<file path="src/rtl/core/rcsa_pkg.sv">
// ----------------------------------------------------------------------------
// rcsa_pkg
// Shared types and constants for the reference-counted slot allocator.
// ----------------------------------------------------------------------------
package rcsa_pkg;

    localparam int SLOTS_DEF      = 256;
    localparam int COUNT_BITS_DEF = 16;
    localparam int MAP_ROW_MAX    = 32;

    localparam int OP_W      = 2;
    localparam int HANDLE_W  = 8;
    localparam int INDEX_W   = 8;
    localparam int REF_W     = 16;
    localparam int S_TDATA_W = 16;
    localparam int M_TDATA_W = 32;

    typedef enum logic [1:0] {
        OP_ALLOC   = 2'd0,
        OP_ACQUIRE = 2'd1,
        OP_RELEASE = 2'd2
    } op_t;

    typedef enum logic [1:0] {
        ST_OK   = 2'd0,
        ST_FULL = 2'd1,
        ST_BAD  = 2'd2
    } status_t;

    typedef enum logic {
        S_IDLE = 1'b0,
        S_EXEC = 1'b1
    } fsm_state_t;

    typedef struct packed {
        logic lookup;
        logic alloc;
        logic update;
        logic set;
    } map_cmd_t;

endpackage

</file>
<file path="src/rtl/core/rcsa_slot_map.sv">
// ----------------------------------------------------------------------------
// rcsa_slot_map
// In-use bitmap kept in a row memory, with per-row valid and full flags.
// Looks up a row (addressed, or the lowest non-full one) and updates it.
// ----------------------------------------------------------------------------
module rcsa_slot_map #(
    parameter int SLOTS = rcsa_pkg::SLOTS_DEF,
    localparam int SLOT_AW  = $clog2(SLOTS),
    localparam int ROW_W    = (SLOTS < rcsa_pkg::MAP_ROW_MAX) ? (1 << SLOT_AW)
                                                               : rcsa_pkg::MAP_ROW_MAX,
    localparam int ROWS     = (SLOTS + ROW_W - 1) / ROW_W,
    localparam int ROW_BITS = $clog2(ROWS),
    localparam int ROW_AW   = (ROW_BITS > 0) ? ROW_BITS : 1,
    localparam int BIT_AW   = $clog2(ROW_W)
) (
    input  logic                clk,
    input  logic                rst_n,
    input  rcsa_pkg::map_cmd_t  cmd,
    input  logic [ROW_AW-1:0]   row_addr,
    input  logic [BIT_AW-1:0]   bit_addr,
    output logic [ROW_AW-1:0]   row_sel,
    output logic [ROW_W-1:0]    row_bits,
    output logic [BIT_AW-1:0]   free_bit,
    output logic                none_free
);
    import rcsa_pkg::*;

    logic [ROW_W-1:0]  bitmap_mem [ROWS];
    logic [ROWS-1:0]   row_valid_reg;
    logic [ROWS-1:0]   row_full_reg;
    logic [ROW_W-1:0]  rd_data_reg;
    logic              rd_valid_reg;
    logic [ROW_AW-1:0] row_sel_reg;
    logic              none_free_reg;

    logic [ROW_AW-1:0] free_row;
    logic [ROW_AW-1:0] look_row;
    logic [ROW_W-1:0]  pad_mask;
    logic [ROW_W-1:0]  row_eff;
    logic [ROW_W-1:0]  row_new;

    always_comb
    begin
        free_row = '0;
        for (int r = ROWS - 1; r >= 0; r--)
        begin
            if (!row_full_reg[r])
                free_row = ROW_AW'(r);
        end
    end

    assign look_row = cmd.alloc ? free_row : row_addr;

    // bits past the last slot read as taken
    always_comb
    begin
        for (int b = 0; b < ROW_W; b++)
            pad_mask[b] = ((int'(row_sel_reg) * ROW_W) + b) >= SLOTS;
    end

    assign row_eff = (rd_valid_reg ? rd_data_reg : '0) | pad_mask;

    always_comb
    begin
        free_bit = '0;
        for (int b = ROW_W - 1; b >= 0; b--)
        begin
            if (!row_eff[b])
                free_bit = BIT_AW'(b);
        end
    end

    always_comb
    begin
        row_new           = row_eff;
        row_new[bit_addr] = cmd.set;
    end

    always_ff @(posedge clk)
    begin
        if (cmd.lookup)
        begin
            rd_data_reg   <= bitmap_mem[look_row];
            rd_valid_reg  <= row_valid_reg[look_row];
            row_sel_reg   <= look_row;
            none_free_reg <= &row_full_reg;
        end
        if (cmd.update)
            bitmap_mem[row_sel_reg] <= row_new;
    end

    always_ff @(posedge clk or negedge rst_n)
    begin
        if (!rst_n)
        begin
            row_valid_reg <= '0;
            row_full_reg  <= '0;
        end
        else if (cmd.update)
        begin
            row_valid_reg[row_sel_reg] <= 1'b1;
            row_full_reg[row_sel_reg]  <= &row_new;
        end
    end

    assign row_sel   = row_sel_reg;
    assign row_bits  = row_eff;
    assign none_free = none_free_reg;

endmodule

</file>
<file path="src/rtl/core/refcounted_slot_allocator_core.sv">
// ----------------------------------------------------------------------------
// refcounted_slot_allocator_core
// Reference-counted slot table: allocate lowest free slot, acquire, release.
// ----------------------------------------------------------------------------
// Order: a word is accepted in S_IDLE, where the memories are read; it executes in S_EXEC
// once the output register is free (read step, then modify/write-back step on the count
// memory and the in-use bitmap memory). No new word is taken while in S_EXEC.
// Reset: all slots free at once through per-row valid flags; no clearing pass.
// One more word is taken while a result waits; then input stalls until it is read.
module refcounted_slot_allocator_core #(
    parameter int SLOTS      = rcsa_pkg::SLOTS_DEF,
    parameter int COUNT_BITS = rcsa_pkg::COUNT_BITS_DEF
) (
    input  logic                           clk,
    input  logic                           rst_n,
    input  logic                           s_tvalid,
    output logic                           s_tready,
    // handle_valid[0], slot_handle[8:1], auto_release[9], zero pad
    input  logic [rcsa_pkg::S_TDATA_W-1:0] s_tdata,
    // op[1:0]
    input  logic [rcsa_pkg::OP_W-1:0]      s_tuser,
    output logic                           m_tvalid,
    input  logic                           m_tready,
    // slot_index[7:0], ref_count[23:8], slot_freed[24], zero pad
    output logic [rcsa_pkg::M_TDATA_W-1:0] m_tdata,
    // status[1:0]
    output logic [1:0]                     m_tuser
);
    import rcsa_pkg::*;

    localparam int SLOT_AW  = $clog2(SLOTS);
    localparam int ROW_W    = (SLOTS < MAP_ROW_MAX) ? (1 << SLOT_AW) : MAP_ROW_MAX;
    localparam int ROWS     = (SLOTS + ROW_W - 1) / ROW_W;
    localparam int ROW_BITS = $clog2(ROWS);
    localparam int ROW_AW   = (ROW_BITS > 0) ? ROW_BITS : 1;
    localparam int BIT_AW   = $clog2(ROW_W);
    localparam logic [COUNT_BITS-1:0] CNT_MAX = '1;

    // input fields
    op_t                 op_in;
    logic                hv_in;
    logic [HANDLE_W-1:0] handle_in;
    logic                ar_in;
    logic                h_range;
    logic                bad_in;
    logic [SLOT_AW-1:0]  h_addr;
    logic [ROW_AW-1:0]   h_row;
    logic                accept;
    logic                exec_go;

    fsm_state_t          state_reg, state_next;
    op_t                 op_reg;
    logic                ar_reg;
    logic                bad_reg;
    logic [BIT_AW-1:0]   bit_reg;
    logic [SLOT_AW-1:0]  addr_reg;

    logic [COUNT_BITS:0] cnt_mem [SLOTS];
    logic [COUNT_BITS:0] cnt_rd_reg;
    logic                cnt_we;
    logic [SLOT_AW-1:0]  cnt_waddr;
    logic [COUNT_BITS:0] cnt_wdata;
    logic [COUNT_BITS-1:0] cnt_cur;
    logic [COUNT_BITS-1:0] cnt_inc;
    logic [COUNT_BITS-1:0] cnt_dec;
    logic                auto_cur;

    map_cmd_t            map_cmd;
    logic [BIT_AW-1:0]   map_bit;
    logic [ROW_AW-1:0]   map_row_sel;
    logic [ROW_W-1:0]    map_bits;
    logic [BIT_AW-1:0]   map_free_bit;
    logic                map_none_free;
    logic [SLOT_AW-1:0]  alloc_slot;
    logic                in_use_bit;

    status_t             res_status;
    logic [INDEX_W-1:0]  res_index;
    logic [REF_W-1:0]    res_count;
    logic                res_freed;

    logic                m_tvalid_reg, m_tvalid_next;
    status_t             status_reg;
    logic [INDEX_W-1:0]  index_reg;
    logic [REF_W-1:0]    count_reg;
    logic                freed_reg;

    assign op_in     = op_t'(s_tuser);
    assign hv_in     = s_tdata[0];
    assign handle_in = s_tdata[8:1];
    assign ar_in     = s_tdata[9];
    assign h_range   = int'(handle_in) < SLOTS;
    assign h_addr    = h_range ? SLOT_AW'(handle_in) : '0;
    assign h_row     = ROW_AW'(h_addr >> BIT_AW);
    assign bad_in    = !((op_in == OP_ACQUIRE) || (op_in == OP_RELEASE)) || !hv_in
                       || !h_range;

    assign accept  = s_tvalid && s_tready;
    assign exec_go = (state_reg == S_EXEC) && (!m_tvalid_reg || m_tready);

    rcsa_slot_map #(
        .SLOTS (SLOTS)
    ) u_map (
        .clk       (clk),
        .rst_n     (rst_n),
        .cmd       (map_cmd),
        .row_addr  (h_row),
        .bit_addr  (map_bit),
        .row_sel   (map_row_sel),
        .row_bits  (map_bits),
        .free_bit  (map_free_bit),
        .none_free (map_none_free)
    );

    assign alloc_slot = SLOT_AW'({map_row_sel, map_free_bit});
    assign in_use_bit = map_bits[bit_reg];
    assign cnt_cur    = cnt_rd_reg[COUNT_BITS-1:0];
    assign auto_cur   = cnt_rd_reg[COUNT_BITS];
    assign cnt_inc    = (cnt_cur != CNT_MAX) ? cnt_cur + COUNT_BITS'(1) : cnt_cur;
    assign cnt_dec    = (cnt_cur != '0) ? cnt_cur - COUNT_BITS'(1) : cnt_cur;

    always_comb
    begin
        state_next = state_reg;
        case (state_reg)
            S_IDLE:
            begin
                if (s_tvalid)
                    state_next = S_EXEC;
            end
            S_EXEC:
            begin
                if (exec_go)
                    state_next = S_IDLE;
            end
            default: state_next = S_IDLE;
        endcase
    end

    always_comb
    begin
        s_tready   = 1'b0;
        map_cmd    = '0;
        map_bit    = bit_reg;
        cnt_we     = 1'b0;
        cnt_waddr  = addr_reg;
        cnt_wdata  = '0;
        res_status = ST_BAD;
        res_index  = '0;
        res_count  = '0;
        res_freed  = 1'b0;
        case (state_reg)
            S_IDLE:
            begin
                s_tready       = 1'b1;
                map_cmd.lookup = s_tvalid;
                map_cmd.alloc  = (op_in == OP_ALLOC);
            end
            S_EXEC:
            begin
                if (exec_go)
                begin
                    case (op_reg)
                        OP_ALLOC:
                        begin
                            if (map_none_free)
                                res_status = ST_FULL;
                            else
                            begin
                                res_status     = ST_OK;
                                res_index      = INDEX_W'(alloc_slot);
                                res_count      = REF_W'(1);
                                map_cmd.update = 1'b1;
                                map_cmd.set    = 1'b1;
                                map_bit        = map_free_bit;
                                cnt_we         = 1'b1;
                                cnt_waddr      = alloc_slot;
                                cnt_wdata      = {ar_reg, COUNT_BITS'(1)};
                            end
                        end
                        OP_ACQUIRE:
                        begin
                            if (!bad_reg && in_use_bit)
                            begin
                                res_status = ST_OK;
                                res_index  = INDEX_W'(addr_reg);
                                res_count  = REF_W'(cnt_inc);
                                cnt_we     = 1'b1;
                                cnt_wdata  = {auto_cur, cnt_inc};
                            end
                        end
                        OP_RELEASE:
                        begin
                            if (!bad_reg && in_use_bit)
                            begin
                                res_status = ST_OK;
                                res_index  = INDEX_W'(addr_reg);
                                cnt_we     = 1'b1;
                                if ((cnt_dec == '0) && auto_cur)
                                begin
                                    res_freed      = 1'b1;
                                    map_cmd.update = 1'b1;
                                    cnt_wdata      = '0;
                                end
                                else
                                begin
                                    res_count = REF_W'(cnt_dec);
                                    cnt_wdata = {auto_cur, cnt_dec};
                                end
                            end
                        end
                        default: res_status = ST_BAD;
                    endcase
                end
            end
            default: s_tready = 1'b0;
        endcase
    end

    always_comb
    begin
        if (exec_go)
            m_tvalid_next = 1'b1;
        else if (m_tready)
            m_tvalid_next = 1'b0;
        else
            m_tvalid_next = m_tvalid_reg;
    end

    always_ff @(posedge clk or negedge rst_n)
    begin
        if (!rst_n)
        begin
            state_reg    <= S_IDLE;
            m_tvalid_reg <= 1'b0;
        end
        else
        begin
            state_reg    <= state_next;
            m_tvalid_reg <= m_tvalid_next;
        end
    end

    always_ff @(posedge clk)
    begin
        if (accept)
        begin
            op_reg   <= op_in;
            ar_reg   <= ar_in;
            bad_reg  <= bad_in;
            bit_reg  <= h_addr[BIT_AW-1:0];
            addr_reg <= h_addr;
        end
        if (exec_go)
        begin
            status_reg <= res_status;
            index_reg  <= res_index;
            count_reg  <= res_count;
            freed_reg  <= res_freed;
        end
    end

    always_ff @(posedge clk)
    begin
        if (accept && (op_in != OP_ALLOC))
            cnt_rd_reg <= cnt_mem[h_addr];
        if (cnt_we)
            cnt_mem[cnt_waddr] <= cnt_wdata;
    end

    assign m_tvalid = m_tvalid_reg;
    assign m_tuser  = status_reg;
    assign m_tdata  = {7'd0, freed_reg, count_reg, index_reg};

    a_accept_exec: assert property (@(posedge clk) disable iff (!rst_n)
        accept |=> (state_reg == S_EXEC))
        else $error("accepted word did not enter execute");

    a_exec_result: assert property (@(posedge clk) disable iff (!rst_n)
        exec_go |=> m_tvalid)
        else $error("execute did not present a result");

    a_error_zero: assert property (@(posedge clk) disable iff (!rst_n)
        (m_tvalid && (m_tuser != ST_OK)) |-> (m_tdata[24:0] == 25'd0))
        else $error("error result carries nonzero fields");

    a_freed_ok: assert property (@(posedge clk) disable iff (!rst_n)
        (m_tvalid && m_tdata[24]) |-> ((m_tuser == ST_OK) && (m_tdata[23:8] == 16'd0)))
        else $error("freed slot reported with nonzero count or error");

endmodule
</file>
<file path="config.mk">
export PLATFORM = sky130hd
export DESIGN_NAME = refcounted_slot_allocator_core
export DESIGN_NICKNAME = d
export VERILOG_FILES = /design/src/rtl/core/rcsa_pkg.sv /design/src/rtl/core/rcsa_slot_map.sv /design/src/rtl/core/refcounted_slot_allocator_core.sv
export SDC_FILE = /design/constraint.sdc
export NUM_CORES = 2
export LEC_CHECK = 0
export BUFFER_PORTS_ARGS = -buffer_cell sky130_fd_sc_hd__clkbuf_2
export CAP_MARGIN = 20
export CORE_MARGIN = 3
export CORE_UTILIZATION = 65
export DETAILED_ROUTE_END_ITERATION = 7
export HOLD_SLACK_MARGIN = 0.08
export PLACE_DENSITY_LB_ADDON = 0.1
export SLEW_MARGIN = 20
export SYNTH_ARGS = -nofsm -noshare
export SYNTH_HDL_FRONTEND = slang
export SYNTH_MEMORY_MAX_BITS = 65536
export SYNTH_SLANG_ARGS = --single-unit
</file>
<file path="constraint.sdc">
create_clock -name clk -period 36.4 [get_ports clk]
set_input_delay 3.64 -clock clk [delete_from_list [all_inputs] [get_ports clk]]
set_output_delay 3.64 -clock clk [all_outputs]
set_load 0.02 [all_outputs]
</file>
After elaboration in Yosys (flattened, before gate mapping)
Memories as Yosys holds them, arrays and structs flattened. A register that Yosys moved wholly into a read port is not among the register bits.
Index checks and enable logic that the tools add are counted.
- register bits: 67
- latch bits: 0
- memory bits (writable): 4608
- memory bits (read-only): 0
- input port bits: 22
- output and inout port bits: 36
- logic and storage cells: 224
- memories kept: 2
- add/subtract/negate cells: 33
- $mul: 0
- divide/modulo/power cells: 0
- magnitude comparators: 38
- equality and inequality tests: 5
- shift-type cells: 0
- multiplexer cells: 103
- bitwise gates (word level): 3
- reductions and logical operators: 24
- memories (memory ; words ; bits a word ; read ports ; clocked after Yosys merged registers in ; wr ports ; line ; text):
    cnt_mem ; 256 ; 17 ; 1 ; 1 ; 1 ; refcounted_slot_allocator_core.sv:58 ; logic [COUNT_BITS:0] cnt_mem [SLOTS];
    u_map.bitmap_mem ; 8 ; 32 ; 1 ; 1 ; 1 ; rcsa_slot_map.sv:28 ; logic [ROW_W-1:0] bitmap_mem [ROWS];
- operators with widths (cell ; count):
    >= comparator 32 x 10 -> 1 bit, second input constant ; 31
    2-to-1 mux 5 bit ; 36
    adder 8 x 5 -> 9 bit, second input constant ; 16
    2-to-1 mux 17 bit ; 6
    2-to-1 mux 16 bit ; 5
    adder 8 x 4 -> 9 bit, second input constant ; 8
    case mux 17 bit (3 select lines) ; 1
    2-to-1 mux 8 bit ; 6
    case mux 16 bit (3 select lines) ; 1
    adder 8 x 3 -> 9 bit, second input constant ; 4
    bitwise mux 32 bit ; 1
    2-to-1 mux 32 bit ; 1
    OR 32 bit ; 1
    AND reduction 32 bit ; 1
    2-to-1 mux 3 bit ; 9
    2-to-1 mux 1 bit ; 22
    adder 8 x 2 -> 9 bit, second input constant ; 2
    adder 16 x 1 -> 16 bit, second input constant ; 1
    zero test 16 bit ; 1
    != test 16 bit, second input constant ; 1
    case mux 8 bit (2 select lines) ; 1
    nonzero test 16 bit ; 1
    subtractor 16 x 1 -> 16 bit, second input constant ; 1
    < comparator 5 x 6 -> 1 bit, second input constant ; 2
    other kinds (25) ; 47

Logic depth before layout (Yosys ltp)
- word-level depth: 46
- mapped depth: 15
- gate-level depth less buffers: 13

Modules after synthesis
From an unflattened synthesis, not the netlist that was laid out.
- cells, all modules: 8326
- area total of the unflattened synthesis: 182145.9 µm²
- by module, submodules not included (module ; times used ; cells an instance ; area an instance (µm²) ; sequential area each (µm²)):
    refcounted_slot_allocator_core ; 1 ; 7519 ; 168820.7 ; 132417.0
    rcsa_slot_map ; 1 ; 807 ; 13325.3 ; 9198.8

Worst setup path before layout
No wires, ideal clock.
- kind: input to register
- start point: input port m_tready
- end point: memory cnt_mem[0][16] (netlist bit), data pin
- library setup time: 2.246 ns
- data arrival time: 14.265 ns
- data required time: 34.154 ns
- path slack: 19.889 ns
- cell stages on the path: 3
- buffers on the path: 1
- path through: nor2b_1 clkbuf_1 a211oi_1
- cells in the longest elaborated chain, start to end: 4
- ends and longest elaborated chain (element ; line ; text):
    start, declared ; refcounted_slot_allocator_core.sv:23 ; input logic m_tready,
    logical OR 1 bit ; refcounted_slot_allocator_core.sv:99 ; assign exec_go = (state_reg == S_EXEC) && (!m_tvalid_reg || m_tready);
    logical AND 1 bit ; refcounted_slot_allocator_core.sv:99 ;
    2-to-1 mux 17 bit ; refcounted_slot_allocator_core.sv:161 ; if (exec_go)
    2-to-1 mux 17 bit ; refcounted_slot_allocator_core.sv:152 ; case (state_reg)
    net cnt_wdata[16] ; refcounted_slot_allocator_core.sv:62 ; logic [COUNT_BITS:0] cnt_wdata;
    end, declared ; refcounted_slot_allocator_core.sv:58 ;
The timed path passes the listed nets, and every way through them passes these cells.

==> results.md <==
- Maximum number of pins on one net before global-route repair: roughly 260
- Tcrit/Tclk final: approximately a quarter
- Fmax achieved: ~110 MHz
- Power per cell area: around 54 mW/mm^2
- Mapped cell area: between 0.15 and 0.2 mm^2
- Crit. End Element: register
- Async S/R FF share, synth: less than 1%
- Post-synthesis sequential area ratio: between 70% and 80%
- 1st-pass router iterations: 6
- Initial Util: roughly two thirds
- Max FFs per register: approximately 4400
- Share of total power in combinational logic: 4.2%
- Max clock buf depth: 4
- CTS tree: done
- Sequential fraction of design power: a little over half
- CP max-delay cell: buf_4
- Worst slew pin tran: about 1.2 ns
- Vias in the first global route: about 86000
- WP data required: between 30 and 40 ns
- Layout cells sized above 1: between 30% and 40%
- Core area: between 0.2 and 0.3 mm^2
- Total track usage: between 30% and 40%
- Htree depth: 5
- CTS buffer count: about 450
- Post-synth EDFFs: 4701
- Worst Skew: about 0.057 ns
- Setup TNS: 0 ns
- Top-area cell type share of the netlist area: 77.3%
- Grt ovf: 0
- WHS: around 0.47 ns
- Routed wire length per instance: about 36 um
- Placer Congestion: between 0.8 and 0.9
- First-pass GRT wire length: around 630 mm
- Peak supply drop: 0.0000518 V
- Startpoint Class: input pin
- Pint: a little under 9 mW
- Via count: 84900
- Pre-CTS setup slack: 26.27 ns
- Critical Path Max Stage Delay: 0.81 ns
- Port Buffers: 44
- Clock slew at reported path FFs: roughly 0.060 ns
- Synth Register Bits: between 4000 and 5000
- Status: finished, final reports clean
- Crit path kind: input pin to register
- Clock Latency Late Sink: 0.97 ns
- CP Buf/Inv Count: 5
- Critical Path Start: s_tdata[2]
- Cts hold-fix bufs: 0
- Fin. Hold Viols: 0
- Cell Chain, Critical Path: buf_8, buf_4, buf_4, buf_4, buf_4, mux4_2, mux4_2, mux4_2, mux4_2
- Min-Delay Path Class: register to register
- Yosys warns: 0
- PnR worst setup slack: 27.38 ns
- Maxcap violations: 0
- Slew Viols, Final: 0
- R2R setup slack: about 30 ns
- Clock share of power: between 40% and 50%
- Most frequent cells in the layout: 4701 x edfxtp_1, 1521 x mux4_2, 462 x clkbuf_16, 355 x buf_4, 260 x nor2_1
- Die ar.: approximately 0.29 mm^2
- CP delay by family, top: buffers and inverters
- Top cells by area, synth: edfxtp_1 77%, mux4_2 19%, nor2_1 0.71%, clkbuf_1 0.65%, nand2_1 0.27%
- Switching Fraction: about a fifth
- Post-CTS Setup Bufs: 0
- Drt total wl: approximately 430 mm
- Die Width: around 540 um
- Critical Path Stages: 9
- Initial antenna violation count: 20
- Routed Antenna Nets: 0
- Rows: a little under 200
- # nets final: between 8000 and 9000
- Period minus WS final: ~9.0 ns
- Area growth, synth to finish: 11.8%
- DRT iter0 DRCs: approximately 12000
- Crit Reg-Reg Startpoint: cnt_rd_reg[0]
- Worst reg-to-reg path cell count: 16
- Vias per cell: a little under 7
- Slew headroom: between 10% and 20%
- DRC: 0
- Root Buffer: clkbuf_16
- Mapped Cells: between 7000 and 8000
- P_sw: 2.27 mW
- CP max FO: 73
- Syn avg cell area: around 24 um^2
- Final setup fails: 0
- Post-Route Utilization: 73.0%
- Leading area contributor after synthesis: edfxtp_1
- Synth cell types: 91
- Most common cell after layout, fill and taps aside: edfxtp_1
- Crit path DAT: 9.70 ns
- Worst R2R End: cnt_mem[250][0]
- Io pins: a little under 60
- Main synth FF type: edfxtp_1
- Post-CTS Resized: 0
- Die height: around 540 um
- Lkg Pwr: about 66 nW
- RSZ-0062 raised after global routing: false
- Hpwl dp: between 200 and 250 mm
- Worst setup endpoint: cnt_rd_reg[13]
- Clock Sinks: roughly 4700
-- layout make-up --
type / instances / area, um^2
Inverter: 27 / 101
Multi-Input combinational cell: 2444 / 39900
Timing Repair Buffer: 430 / 3520
Clock buffer: 556 / 11900
Sequential cell: 4719 / 142000
Fill cell: 15300 / 75400
Tap cell: 3724 / 4660
Clock inverter: 275 / 2550
Antenna cell: 15 / 37.5
-- power by group through the flow --
stage / Clock [mW] / Combinational (mW) / Sequential [mW]
final: 4.58 / 0.465 / 5.95
after global routing: 4.84 / 0.488 / 5.95
after CTS: 4.64 / 0.465 / 5.95
after detailed placement: 0 / 0.463 / 6.07
after global placement: 0 / 0.457 / 6.07
after floorplan: 0 / 0.300 / 6.07
-- stage by stage --
stage | power (mW) | cells | instance area, um^2
global route | 11.3 | 12200 | 204000
floorplan | 6.37 | 7620 | 183000
finish | 11.0 | 12200 | 204000
CTS | 11.1 | 12200 | 204000
global placement | 6.53 | 11300 | 189000
detailed placement | 6.53 | 11300 | 190000
-- worst min-delay path by stage --
| stage | start | endpoint | slack, ns | depth (start not counted) |
|---|---|---|---|---|
| 2_1_floorplan | u_map.row_valid_reg[0] | u_map.row_valid_reg[0] | 0.43 | 1 |
| 3_3_place_gp | u_map.row_valid_reg[0] | u_map.row_valid_reg[0] | 0.45 | 1 |
| 3_5_place_dp | u_map.row_valid_reg[0] | u_map.row_valid_reg[0] | 0.45 | 1 |
| 4_1_cts | u_map.row_valid_reg[0] | u_map.row_valid_reg[0] | 0.46 | 1 |
| 5_1_grt | u_map.row_valid_reg[5] | u_map.row_valid_reg[5] | 0.49 | 1 |
| 6_report | u_map.row_valid_reg[0] | u_map.row_valid_reg[0] | 0.47 | 1 |
-- per-layer routing --
metal | wire, um | part of all wire, % | track usage (%) | vias up
li1 | - | - | - | 33800
met1 | 159000 | 37 | 44.8 | 45200
met2 | 208000 | 48 | 47.5 | 5104
met4 | 16300 | 3.8 | 9.91 | 4
met3 | 49400 | 11 | 7.39 | 751
met5 | 27 | 0.0062 | 0 | -
-- cell families (layout without fill, tap and decap cells) --
| logic type | count (synthesis) | count (layout) | share of synthesized area [%] |
|---|---|---|---|
| other cells | 1 | 22 | 0.00205 |
| simple gates | 669 | 669 | 1.63 |
| compound gates | 172 | 172 | 0.685 |
| flops | 4719 | 4719 | 77.5 |
| mux | 1582 | 1582 | 19.1 |
| xor+xnor | 6 | 6 | 0.0288 |
| fa+ha+maj | 8 | 8 | 0.0534 |
| buf+inv | 457 | 1288 | 0.970 |
-- cells in the mapped netlist, drive strengths merged (12+ instances only) --
cell type	instances
buf	113
a21oi	31
mux2	41
nand3	52
o21ai	39
dfrtp	18
or2	12
mux4	1521
nand4	14
nor2	348
nand2	135
edfxtp	4701
nor4	16
clkbuf	317
inv	26
nor3	35
mux2i	20
No activity file was read; power rests on OpenSTA's default activity.
